[src/sv/dwt53_pkg.sv]
// Shared types, constants and arithmetic helpers for the 2-D 5/3 wavelet block.
`default_nettype none

package dwt53_pkg;

  localparam int unsigned SAMPLE_W    = 16;
  localparam int unsigned DIM_W       = 7;
  localparam int unsigned COORD_W     = 6;
  localparam int unsigned STORE_DEPTH = 4096;
  localparam int unsigned ADDR_W      = 12;
  localparam int unsigned CNT_W       = 13;
  localparam int unsigned BLK_W       = 6;
  localparam int unsigned ACC_W       = 20;
  localparam int unsigned STEP_W      = 4;
  localparam int unsigned NB_COUNT    = 9;

  localparam logic [DIM_W-1:0] MAX_DIM = 7'd64;

  localparam logic KIND_LOAD  = 1'b0;
  localparam logic KIND_FETCH = 1'b1;

  localparam logic REG_WIDTH  = 1'b0;
  localparam logic REG_HEIGHT = 1'b1;

  // Neighbor order within a 3x3 window, row by row.
  localparam logic [STEP_W-1:0] NB_TL = 4'd0;
  localparam logic [STEP_W-1:0] NB_TC = 4'd1;
  localparam logic [STEP_W-1:0] NB_TR = 4'd2;
  localparam logic [STEP_W-1:0] NB_CL = 4'd3;
  localparam logic [STEP_W-1:0] NB_CC = 4'd4;
  localparam logic [STEP_W-1:0] NB_CR = 4'd5;
  localparam logic [STEP_W-1:0] NB_BL = 4'd6;
  localparam logic [STEP_W-1:0] NB_BC = 4'd7;
  localparam logic [STEP_W-1:0] NB_BR = 4'd8;

  localparam logic [STEP_W-1:0] NB_LAST = NB_BR;
  localparam logic [STEP_W-1:0] WR_LAST = 4'd3;

  typedef enum logic [2:0] {
    ST_IDLE,
    ST_FETCH_ADDR,
    ST_FETCH_DATA,
    ST_READ,
    ST_DRAIN,
    ST_CALC1,
    ST_CALC2,
    ST_WRITE
  } state_e;

  typedef struct packed {
    logic              load;
    logic              fetch;
    logic              fetch_out;
    logic              upd;
    logic [STEP_W-1:0] step;
    logic              rd;
    logic              calc1;
    logic              calc2;
    logic              wr;
    logic              blk_rst;
    logic              blk_next;
    logic              set_done;
  } cmd_t;

  typedef struct packed {
    logic load_trig;
    logic blk_last;
    logic out_free;
  } sts_t;

  function automatic logic signed [ACC_W-1:0] sx(input logic signed [SAMPLE_W-1:0] v);
    sx = {{(ACC_W-SAMPLE_W){v[SAMPLE_W-1]}}, v};
  endfunction

  // Add half, then arithmetic shift by 1 (predict) or 2 (update).
  function automatic logic signed [ACC_W-1:0] rnd(input logic signed [ACC_W-1:0] v,
                                                  input logic upd);
    logic signed [ACC_W-1:0] t;
    t = v + (upd ? ACC_W'(2) : ACC_W'(1));
    rnd = upd ? (t >>> 2) : (t >>> 1);
  endfunction

endpackage

`default_nettype wire

[src/sv/dwt53_ctrl.sv]
// Controller: sequences loads, fetches and the two lifting passes.
`default_nettype none

module dwt53_ctrl (
  input  wire logic            clk_i,
  input  wire logic            rst_ni,
  input  wire logic            s_valid_i,
  input  wire logic            s_kind_i,
  output logic                 s_ready_o,
  input  wire dwt53_pkg::sts_t sts_i,
  output dwt53_pkg::cmd_t      cmd_o
);
  import dwt53_pkg::*;

  state_e            state_q, state_d;
  logic [STEP_W-1:0] step_q, step_d;
  logic              pass_q, pass_d;

  always_ff @(posedge clk_i or negedge rst_ni) begin
    if (!rst_ni) begin
      state_q <= ST_IDLE;
      step_q  <= '0;
      pass_q  <= 1'b0;
    end else begin
      state_q <= state_d;
      step_q  <= step_d;
      pass_q  <= pass_d;
    end
  end

  always_comb begin
    state_d   = state_q;
    step_d    = step_q;
    pass_d    = pass_q;
    s_ready_o = 1'b0;
    cmd_o     = '0;
    cmd_o.upd  = pass_q;
    cmd_o.step = step_q;
    case (state_q)
      ST_IDLE: begin
        s_ready_o = 1'b1;
        if (s_valid_i) begin
          if (s_kind_i == KIND_LOAD) begin
            cmd_o.load = 1'b1;
            if (sts_i.load_trig) begin
              cmd_o.blk_rst = 1'b1;
              pass_d  = 1'b0;
              step_d  = '0;
              state_d = ST_READ;
            end
          end else begin
            state_d = ST_FETCH_ADDR;
          end
        end
      end
      ST_FETCH_ADDR: begin
        cmd_o.fetch = 1'b1;
        state_d = ST_FETCH_DATA;
      end
      ST_FETCH_DATA: begin
        cmd_o.fetch = 1'b1;
        if (sts_i.out_free) begin
          cmd_o.fetch_out = 1'b1;
          state_d = ST_IDLE;
        end
      end
      ST_READ: begin
        cmd_o.rd = 1'b1;
        if (step_q == NB_LAST) begin
          step_d  = '0;
          state_d = ST_DRAIN;
        end else begin
          step_d = step_q + STEP_W'(1);
        end
      end
      ST_DRAIN: begin
        state_d = ST_CALC1;
      end
      ST_CALC1: begin
        cmd_o.calc1 = 1'b1;
        state_d = ST_CALC2;
      end
      ST_CALC2: begin
        cmd_o.calc2 = 1'b1;
        state_d = ST_WRITE;
      end
      ST_WRITE: begin
        cmd_o.wr = 1'b1;
        if (step_q == WR_LAST) begin
          step_d = '0;
          if (!sts_i.blk_last) begin
            cmd_o.blk_next = 1'b1;
            state_d = ST_READ;
          end else if (!pass_q) begin
            cmd_o.blk_rst = 1'b1;
            pass_d  = 1'b1;
            state_d = ST_READ;
          end else begin
            cmd_o.set_done = 1'b1;
            state_d = ST_IDLE;
          end
        end else begin
          step_d = step_q + STEP_W'(1);
        end
      end
      default: begin
        state_d = ST_IDLE;
      end
    endcase
  end

  a_out_free: assert property (@(posedge clk_i) disable iff (!rst_ni)
    cmd_o.fetch_out |-> sts_i.out_free)
    else $error("result loaded while output register is occupied");

  a_rd_step: assert property (@(posedge clk_i) disable iff (!rst_ni)
    (state_q == ST_READ) |-> (step_q <= NB_LAST))
    else $error("neighbor read step out of range");

  a_wr_step: assert property (@(posedge clk_i) disable iff (!rst_ni)
    (state_q == ST_WRITE) |-> (step_q <= WR_LAST))
    else $error("write step out of range");

  a_start: assert property (@(posedge clk_i) disable iff (!rst_ni)
    (cmd_o.load && sts_i.load_trig) |=> (state_q == ST_READ && !pass_q && step_q == '0))
    else $error("full frame did not start the predict pass");

endmodule

`default_nettype wire

[config.mk]
export PLATFORM = sky130hd
export DESIGN_NAME = dwt53_ctrl
export DESIGN_NICKNAME = d
export VERILOG_FILES = /design/src/sv/dwt53_pkg.sv /design/src/sv/dwt53_ctrl.sv
export SDC_FILE = /design/constraint.sdc
export NUM_CORES = 1
export LEC_CHECK = 0
export ABC_AREA = 1
export ABC_CLOCK_PERIOD_IN_PS = 3000
export CAP_MARGIN = 20
export CORE_UTILIZATION = 50
export CTS_CLUSTER_DIAMETER = 100
export DETAILED_ROUTE_END_ITERATION = 10
export DONT_BUFFER_PORTS = 1
export HOLD_SLACK_MARGIN = 0.05
export PLACE_DENSITY_LB_ADDON = 0.08
export SYNTH_ARGS = -nofsm -noshare
export SYNTH_HDL_FRONTEND = slang
export SYNTH_SLANG_ARGS = --single-unit
[constraint.sdc]
create_clock -name clk_i -period 3 [get_ports clk_i]
set_input_delay 0.3 -clock clk_i [delete_from_list [all_inputs] [get_ports clk_i]]
set_output_delay 0.3 -clock clk_i [all_outputs]
set_load 0.03 [all_outputs]
# ---- Word level (Yosys, flattened, before mapping)
# Index checks and enable logic that the tools add are counted.
dict set report classes {
  n_addsub 1
  multipliers 0
  div_mod_pow 0
  n_lt_le_gt_ge 0
  n_eq_ne 17
  shift 0
  n_mux 43
  n_bitwise 0
  n_reduce_logical 7
}
# cell count
set op_table {}
lappend op_table {{two-way mux 1 bit} 24}
lappend op_table {{one-hot mux 3 bit (8 select lines)} 1}
lappend op_table {{two-way mux 3 bit} 7}
lappend op_table {{two-way mux 4 bit} 5}
lappend op_table {{inequality test 2 bit (second input constant)} 7}
lappend op_table {{== test 3 bit (second input constant)} 4}
lappend op_table {{one-hot mux 4 bit (3 select lines)} 1}
lappend op_table {{== test 3 x 2 -> 1 bit (second input constant)} 2}
lappend op_table {{two-way mux 2 bit} 3}
lappend op_table {{AND reduction 6 bit} 1}
lappend op_table {{AND reduction 5 bit} 1}
lappend op_table {{adder 4 x 1 -> 4 bit (second input constant)} 1}
lappend op_table {{== test 4 x 2 -> 1 bit (second input constant)} 1}
lappend op_table {{== test 4 bit (second input constant)} 1}
lappend op_table {{one-hot mux 1 bit (2 select lines)} 2}
lappend op_table {{AND reduction 4 bit} 1}
lappend op_table {{== test 3 x 1 -> 1 bit (second input constant)} 1}
lappend op_table {{logical NOT 3 bit} 1}
lappend op_table {{inequality test 3 bit (second input constant)} 1}
lappend op_table {{nonzero test 3 bit} 1}
lappend op_table {{nonzero test 2 bit} 1}
lappend op_table {{OR reduction 2 bit} 1}
dict set report totals {
  register_bits 8
  latch_bits 0
  mem_bits_rw 0
  mem_bits_ro 0
  out_inout_bits 16
  wordCells 71
  memories 0
}

# ---- Depth between registers and ports, before layout
# Gate-level depths: netlist of the first run.
dict set report logic_depth {
  depth_word 4
  depth_mapped 8
  mapped_depth_nobuf 8
}

# ---- Worst setup path before layout of the first run
# Ideal clock, no wire load.
dict set report synth_path {
  path_kind {register to output}
  from {register step_q[1]}
  to {output port cmd_o[1] in the netlist's numbering}
  arrival_ns 1.634
  required_ns 2.700
  slack_ns 1.066
  stages_incl_launch_ff 4
  n_path_buf 0
  path_cell_list {dfrtp_1 ha_1 nand2_1 nor3_1}
}
# item line
set synth_rtl {}
lappend synth_rtl {{start, declared} dwt53_ctrl.sv:16} ;# logic [STEP_W-1:0] step_q, step_d;
lappend synth_rtl {{start signal, assigned} dwt53_ctrl.sv:26} ;# step_q <= step_d;
lappend synth_rtl {{end, declared} dwt53_ctrl.sv:11} ;# output dwt53_pkg::cmd_t cmd_o

==> results.cfg, run 1 <==
[floorplanning]
die_height_um = 39.1
die_area_um2 = 1530
die_x_um = 39.1
core_area_um2 = 1280
ios = 23
core.rowCount = 13
initial_utilization_pct = 53.7

[drt]
wl_per_cell_um = 12.2
drc_errors = 0
routed-via-count = 616
postRouteAntennaNets = 0
dr.first_iter.drc_count = 8
viasPerCell = 5.26
wirelength_mm = 1.42
drt_first_pass_iters = 4

[worst_setup_path]
worst-endpoint-arrival_ns = 2.01
path_cells = nor2_2, nand2_2, nor3_2, nand2_1, o21ai_1
cp_slowest_cell = nor3_2
worstSetupPathType = reg2out
path_delay_family = simple AND/OR/NAND/NOR gates
worstPathBufferInverterCount = 0
worstSetupStartpointType = register
r2r_cells = 8
timing.rr.end = state_q[1]
reg2reg_slack_ns = 1.45
crit_fanout = 7
cp.required_ns = 2.70
crit_path_end_kind = primary output
r2r_start = step_q[0]
slowest_delay_ns = 0.46

[clock_network]
cts_tree = built
path_clk_slew_ns = 0.06
root_buffer = clkbuf_4
numCtsBuffers = 3
cts_sinks = 8
clockBufferDepth = 2
ctsResizeCount = 0
clkLatencyLatePin_ns = 0.26
cts_max_level = 1

[timing]
hold_viol = 0
relSlewSlack_pct = 35.7
fmax_ghz = 0.434
rsz0062_at_grt = no
fin_skew_ns = 0.00708
min_period_ns = 2.31
worst_hold_slack_ns = 0.273
setup_tns_ns = 0
drv_slew = 0
setup-violations-final = 0
tightest_slew_ns = 0.954
fin_crit_sh_pct = 76.9

[global_route]
grt_usage_pct = 22.4
grt_pass1_vias = 523
grt_remaining_overflow = 0
grt_max_degree = 10
antenna_found_initial = 0
grt_pass1_wl_mm = 2.24

[synthesis]
ys_types = 25
ys_ff_latch = 8
synth_area_um2 = 689
syn_avg_cell_area_um2 = 6.96
synth_largest_area_cell = dfrtp_1
syn_nets = 108
seq_area_frac_synth_pct = 29.0
synth_cells = 99
synth_top_area_share_pct = 29.0
yosys_warnings = 0
synth_area_leaders = dfrtp_1, nand2_1, inv_1

[hold_path]
whs_endpoint = pass_q
worstHoldPathCells = 2
min-delay-path-class = in2reg
hp-start = sts_i[1]

[place]
port_buffers = 0
dp_hpwl_mm = 1.16
gp_congestion = 0.817

[final_layout]
final_cell_mix = nand2_1, inv_1, nand3_1
layout-drive-gt1-share_pct = 16.7
layout.nets = 113
fillers = 127
syn2layout_area_growth_pct = 6.35
final_common_cell = nand2_1
diodes = 0

[power_and_ir_drop]
p_leak_uw = 0.000421
pwr_density_cell_nw_per_um2 = 1030
ir_drop_mv = 0.537

[outcome]
outcome = finished, final reports clean

[run]
timing.max_cap.violations = 0
-- worst register-to-register path: cells and delay by family (launching register included) --
kind                     cells  cell delay, ns
AND/OR/NAND/NOR              5            0.40
buffers and inverters        1            0.12
flip-flops                   1            0.58
adder cells (fa/ha/maj)      1            0.21
AO/OA/AOI/OAI                1            0.13
-- layer usage --
layer	GRT usage, %	wire (um)	vias up	part of all wire (%)
met2	37.1	714	18	50
met3	10.4	84	0	5.9
met4	2.59	0	0	0
li1	-	-	319	-
met5	0	0	-	0
met1	26.8	624	279	44
-- flip-flops by register name, summed over array words and instances, names as in the netlist --
name,flops
pass_q,1
state_q,3
step_q,4
-- cells in the mapped netlist, drive strengths merged --
master,instances
buf,2
o21ai,9
dfrtp,8
nand4,2
o211ai,1
ha,2
nand3b,2
xor2,1
nor3,2
inv,17
nand3,12
nand2,30
nor2,10
xnor2,1
-- power by group --
part | total [uW] | internal (uW) | leakage (uW) | switching [uW]
clock network | 85.2 | 46.0 | 0.0000138 | 39.2
logic | 416 | 120 | 0.000302 | 295
registers | 253 | 147 | 0.000105 | 106
total | 754 | 313 | 0.000421 | 441
-- cell type report --
| type | instances | area [um2] | area share (%) |
|---|---|---|---|
| clock buffer | 3 | 22.5 | 3.07 |
| inverter | 17 | 66.3 | 9.04 |
| multi-input combinational | 72 | 408 | 55.6 |
| sequential | 8 | 200 | 27.3 |
| tap | 15 | 18.8 | 2.56 |
| timing repair buffer | 2 | 17.5 | 2.39 |
-- cell families after synthesis --
logic type / count (synthesis) / share of synthesized area [%]
simple gates: 58 / 44.8
fa+ha+maj: 2 / 3.63
compound gates: 10 / 8.17
buf+inv: 19 / 11.8
xor+xnor: 2 / 2.54
flops: 8 / 29.0
-- metrics by stage --
step | std cells | util (%) | setup slack [ns] | instance area, um2 | total power (uW)
after global placement | 113 | 54.5 | 1.01 | 701 | 664
after global routing | 117 | 57.1 | 0.472 | 733 | 832
after detailed placement | 113 | 54.5 | 0.964 | 701 | 671
final | 117 | 57.1 | 0.694 | 733 | 754
after CTS | 117 | 57.1 | 0.679 | 733 | 763
after floorplan | 99 | - | 1.07 | 689 | 607
-- repair_timing --
item,4_1_cts,5_1_grt
setup endpoints to repair,0,0
hold endpoints to repair,8,0
setup buffers,0,0
hold buffers,1,0
-- worst max path at each step --
stage | start | endpoint | slack (ns) | cells past startpoint
after detailed placement | state_q[1] | cmd_o[2] | 0.96 | 5
after CTS | state_q[1] | cmd_o[2] | 0.68 | 5
final | state_q[1] | cmd_o[2] | 0.69 | 5
after global routing | state_q[1] | cmd_o[2] | 0.47 | 5
after floorplan | step_q[1] | cmd_o[1] | 1.07 | 3
after global placement | state_q[1] | cmd_o[2] | 1.01 | 5
Power figures use the tool's default switching activity.
==> run 2: changes to the inputs <==
Settings changed: ABC_CLOCK_PERIOD_IN_PS 3000 to 2070.
Clock period 3 ns to 2.07 ns, I/O delays scaled along.
==> run 2 against run 1 <==
Critical path depth unchanged. Final cell count is 3.4% higher. Worst hold slack worse by 0.097 ns.
==> results.cfg, run 2 (synthesis results as in run 1) <==
[timing]
tightest_slew_ns = 0.539
setup-violations-final = 0
rsz0062_at_grt = no
drv_slew = 0
fmax_ghz = 0.534
fin_skew_ns = 0.0134
min_period_ns = 1.87
setup_tns_ns = 0
relSlewSlack_pct = 63.9
hold_viol = 0
fin_crit_sh_pct = 90.5

[outcome]
outcome = finished, final reports clean

[global_route]
grt_usage_pct = 23.8
antenna_found_initial = 0
grt_remaining_overflow = 0
grt_pass1_vias = 580
grt_pass1_wl_mm = 2.35
grt_max_degree = 10

[final_layout]
final_cell_mix = nand2_1, inv_1, nand3_1
syn2layout_area_growth_pct = 10.7
multiInputGateArea_um2 = 408
regArea_um2 = 200
fillers = 123
layout.nets = 117
largest_reg_flops = 4
diodes = 0
top_regs = step_q: 4 flops, state_q: 3 flops, pass_q: 1 flops
fin_area_um2 = 763
layout-drive-gt1-share_pct = 19.8
final_common_cell = nand2_1
largest_register = step_q
utilization_pct = 59.4

[power_and_ir_drop]
pwr_density_cell_nw_per_um2 = 1480
p_leak_uw = 0.000442
ir_drop_mv = 0.752

[floorplanning]
core_area_um2 = 1280
die_x_um = 39.1
die_area_um2 = 1530
initial_utilization_pct = 53.7
die_height_um = 39.1
core.rowCount = 13
ios = 23

[hold_path]
worstHoldPathCells = 2
hp-start = sts_i[1]
whs_endpoint = pass_q
min-delay-path-class = in2reg

[worst_setup_path]
worstSetupStartpointType = register
r2r_start = step_q[0]
cp.required_ns = 1.86
worstSetupPathType = reg2out
reg2reg_slack_ns = 0.50
crit_fanout = 9
worst-endpoint-arrival_ns = 1.67
crit_path_end_kind = primary output
r2r_cells = 8
timing.rr.end = state_q[1]

[drt]
viasPerCell = 5.30
wl_per_cell_um = 12.3
drt_first_pass_iters = 4
routed-via-count = 641
drc_errors = 0
wirelength_mm = 1.49
dr.first_iter.drc_count = 13
postRouteAntennaNets = 0

[clock_network]
ctsResizeCount = 0
cts_sinks = 8
clockBufferDepth = 2
hold_buffers = 1
cts_setup_buffers = 0
cts_tree = built
root_buffer = clkbuf_4
cts_max_level = 1
numCtsBuffers = 3
clkLatencyLatePin_ns = 0.26
path_clk_slew_ns = 0.06

[run]
timing.max_cap.violations = 0

[place]
post_dp_cell_area_um2 = 731
gp_congestion = 0.804
dp_hpwl_mm = 1.20
port_buffers = 0
==> run 2: cell count changes in the layout (fill, tap and decap cells not counted) <==
cell,before,now
buf_4,1,5
==> run 2: layout make-up <==
cell class | count | share of cell area [%]
clock buffers | 3 | 2.95
inverters | 17 | 8.69
multi-input cells | 72 | 53.4
flip-flops and latches | 8 | 26.2
well taps | 15 | 2.46
repair buffers | 6 | 6.23
==> run 2: per-layer routing <==
layer	wire, um	global-route usage (%)	vias up
met4	6	7.76	0
li1	-	-	333
met3	67	8.67	2
met2	719	38.3	15
met1	698	29.1	291
met5	0	0	-
==> run 2: report_power, final <==
group	switching (uW)	internal (uW)	total, uW
Clock	53.4	66.4	120
Combinational	442	199	641
Sequential	159	213	372
==> run 2: worst max-delay path by stage <==
stage | from | end | slack [ns] | cells after the start
after global placement | state_q[2] | cmd_o[2] | 0.48 | 5
after global routing | state_q[2] | cmd_o[2] | 0.08 | 5
final | state_q[2] | cmd_o[2] | 0.20 | 5
after detailed placement | state_q[2] | cmd_o[2] | 0.47 | 5
after floorplan | step_q[1] | cmd_o[1] | 0.23 | 3
after CTS | state_q[2] | cmd_o[2] | 0.19 | 5
==> run 2: worst max-delay path, cell delays in order, from the launching register on <==
cell and delay (ns):
dfrtp_1 0.52, inv_4 0.13, nor2_8 0.24, nand4_1 0.18
o21ai_1 0.15, buf_4 0.17
==> run 2: per-stage QoR <==
| stage | setup WS (ns) | hold WS (ns) | cells | total power (uW) |
|---|---|---|---|---|
| floorplan | 0.229 | -0.0886 | 99 | 880 |
| global placement | 0.479 | -0.0885 | 117 | 990 |
| detailed placement | 0.475 | -0.0884 | 117 | 1010 |
| CTS | 0.189 | 0.174 | 121 | 1140 |
| global route | 0.0750 | 0.179 | 121 | 1240 |
| finish | 0.196 | 0.176 | 121 | 1130 |
==> run 3: changes to the inputs <==
Settings changed: PLACE_DENSITY_LB_ADDON 0.08 to 0.1.
==> run 3 against run 2 <==
Final cell count did not move. Clock skew fell by 0.00063 ns. Clock power barely moved. Sequential share of layout area did not move. Total power fell by 0.47%. Die area did not move. Design area did not move. Routed wire length fell by 0.80%. Non-clock buffer count did not move. Count of clock-buffer cells in the layout did not move. Largest cell class unchanged.
==> results.cfg, run 3 (synthesis results as in run 1) <==
[outcome]
outcome = finished, final reports clean

[place]
dp_hpwl_mm = 1.15
gp_congestion = 0.810
port_buffers = 0
post_dp_cell_area_um2 = 731

[clock_network]
numCtsBuffers = 3
cts_sinks = 8
cts_max_level = 1
path_clk_slew_ns = 0.06
hold_buffers = 1
cts_setup_buffers = 0
cts_tree = built
clockBufferDepth = 2
clkLatencyLatePin_ns = 0.26
root_buffer = clkbuf_4
ctsResizeCount = 0

[drt]
wirelength_mm = 1.48
viasPerCell = 5.23
dr.first_iter.drc_count = 14
postRouteAntennaNets = 0
drt_first_pass_iters = 4
routed-via-count = 633
drc_errors = 0
wl_per_cell_um = 12.2

[timing]
fin_crit_sh_pct = 91.1
setup_tns_ns = 0
worst_hold_slack_ns = 0.172
fin_skew_ns = 0.0128
setup-violations-final = 0
min_period_ns = 1.89
hold_viol = 0
tightest_slew_ns = 0.542
fmax_ghz = 0.530
rsz0062_at_grt = no
relSlewSlack_pct = 63.7
drv_slew = 0

[worst_setup_path]
worstSetupPathType = reg2out
worstSetupStartpointType = register
worst-endpoint-arrival_ns = 1.68
cp.required_ns = 1.86
crit_fanout = 9
crit_path_end_kind = primary output

[global_route]
antenna_found_initial = 0
grt_max_degree = 10
grt_pass1_wl_mm = 2.19
grt_remaining_overflow = 0
grt_pass1_vias = 551
grt_usage_pct = 21.8

[floorplanning]
die_x_um = 39.1
die_area_um2 = 1530
initial_utilization_pct = 53.7
core_area_um2 = 1280
ios = 23
core.rowCount = 13
die_height_um = 39.1

[final_layout]
diodes = 0
largest_register = step_q
layout-drive-gt1-share_pct = 19.8
final_common_cell = nand2_1
final_cell_mix = nand2_1, inv_1, nand3_1
utilization_pct = 59.4
fillers = 129
top_regs = step_q: 4 flops, state_q: 3 flops, pass_q: 1 flops
largest_reg_flops = 4
syn2layout_area_growth_pct = 10.7
fin_area_um2 = 763
layout.nets = 117

[power_and_ir_drop]
ir_drop_mv = 0.717
pwr_density_cell_nw_per_um2 = 1480
p_leak_uw = 0.000442
finalPower_uw = 1130

[hold_path]
min-delay-path-class = in2reg

[run]
timing.max_cap.violations = 0
-- run 3: cell counts in the layout (fill, tap and decap cells not counted) --
Identical to the previous run, type by type.
-- run 3: per-layer routing --
layer	share of wire [%]	track usage, %	routed length (um)	up-vias
met5	0	0	0	-
li1	-	-	-	330
met4	0.81	5.17	12	0
met1	42	24.2	628	282
met3	5.5	8.67	82	4
met2	51	38.3	756	17
-- run 3: critical path, cell delays in order, from the launching register on --
cell     delay, ns
dfrtp_1       0.52
inv_4         0.12
nor2_8        0.25
nand4_1       0.19
o21ai_1       0.16
buf_4         0.17
-- run 3: cell type report --
class / count / area (um2) / share of cell area, %
multi-input cells: 72 / 408 / 53.4
clock buffers: 3 / 22.5 / 2.95
inverters: 17 / 66.3 / 8.69
repair buffers: 6 / 47.5 / 6.23
well taps: 15 / 18.8 / 2.46
flip-flops and latches: 8 / 200 / 26.2
-- run 3: final timing paths --
path	from	slack (ns)	depth (start not counted)	to
max	state_q[2]	0.18	5	cmd_o[2]
min	sts_i[1]	0.17	2	pass_q
max reg2reg	step_q[0]	0.51	8	state_q[1]
max in group asynchronous	rst_ni	1.48	1	state_q[1]
min reg2reg	state_q[1]	0.67	2	state_q[1]
min in group asynchronous	rst_ni	0.30	1	step_q[3]
-- run 3: through the flow --
step,worst slack [ns],std cells
after CTS,0.169,121
after global routing,0.0829,121
after detailed placement,0.457,117
after global placement,0.487,117
final,0.184,121
after floorplan,0.229,99
-- run 3: where the power goes --
group	internal [uW]	switching [uW]
clock	66.5	54.9
sequential	213	158
combinational	198	437
total	477	650
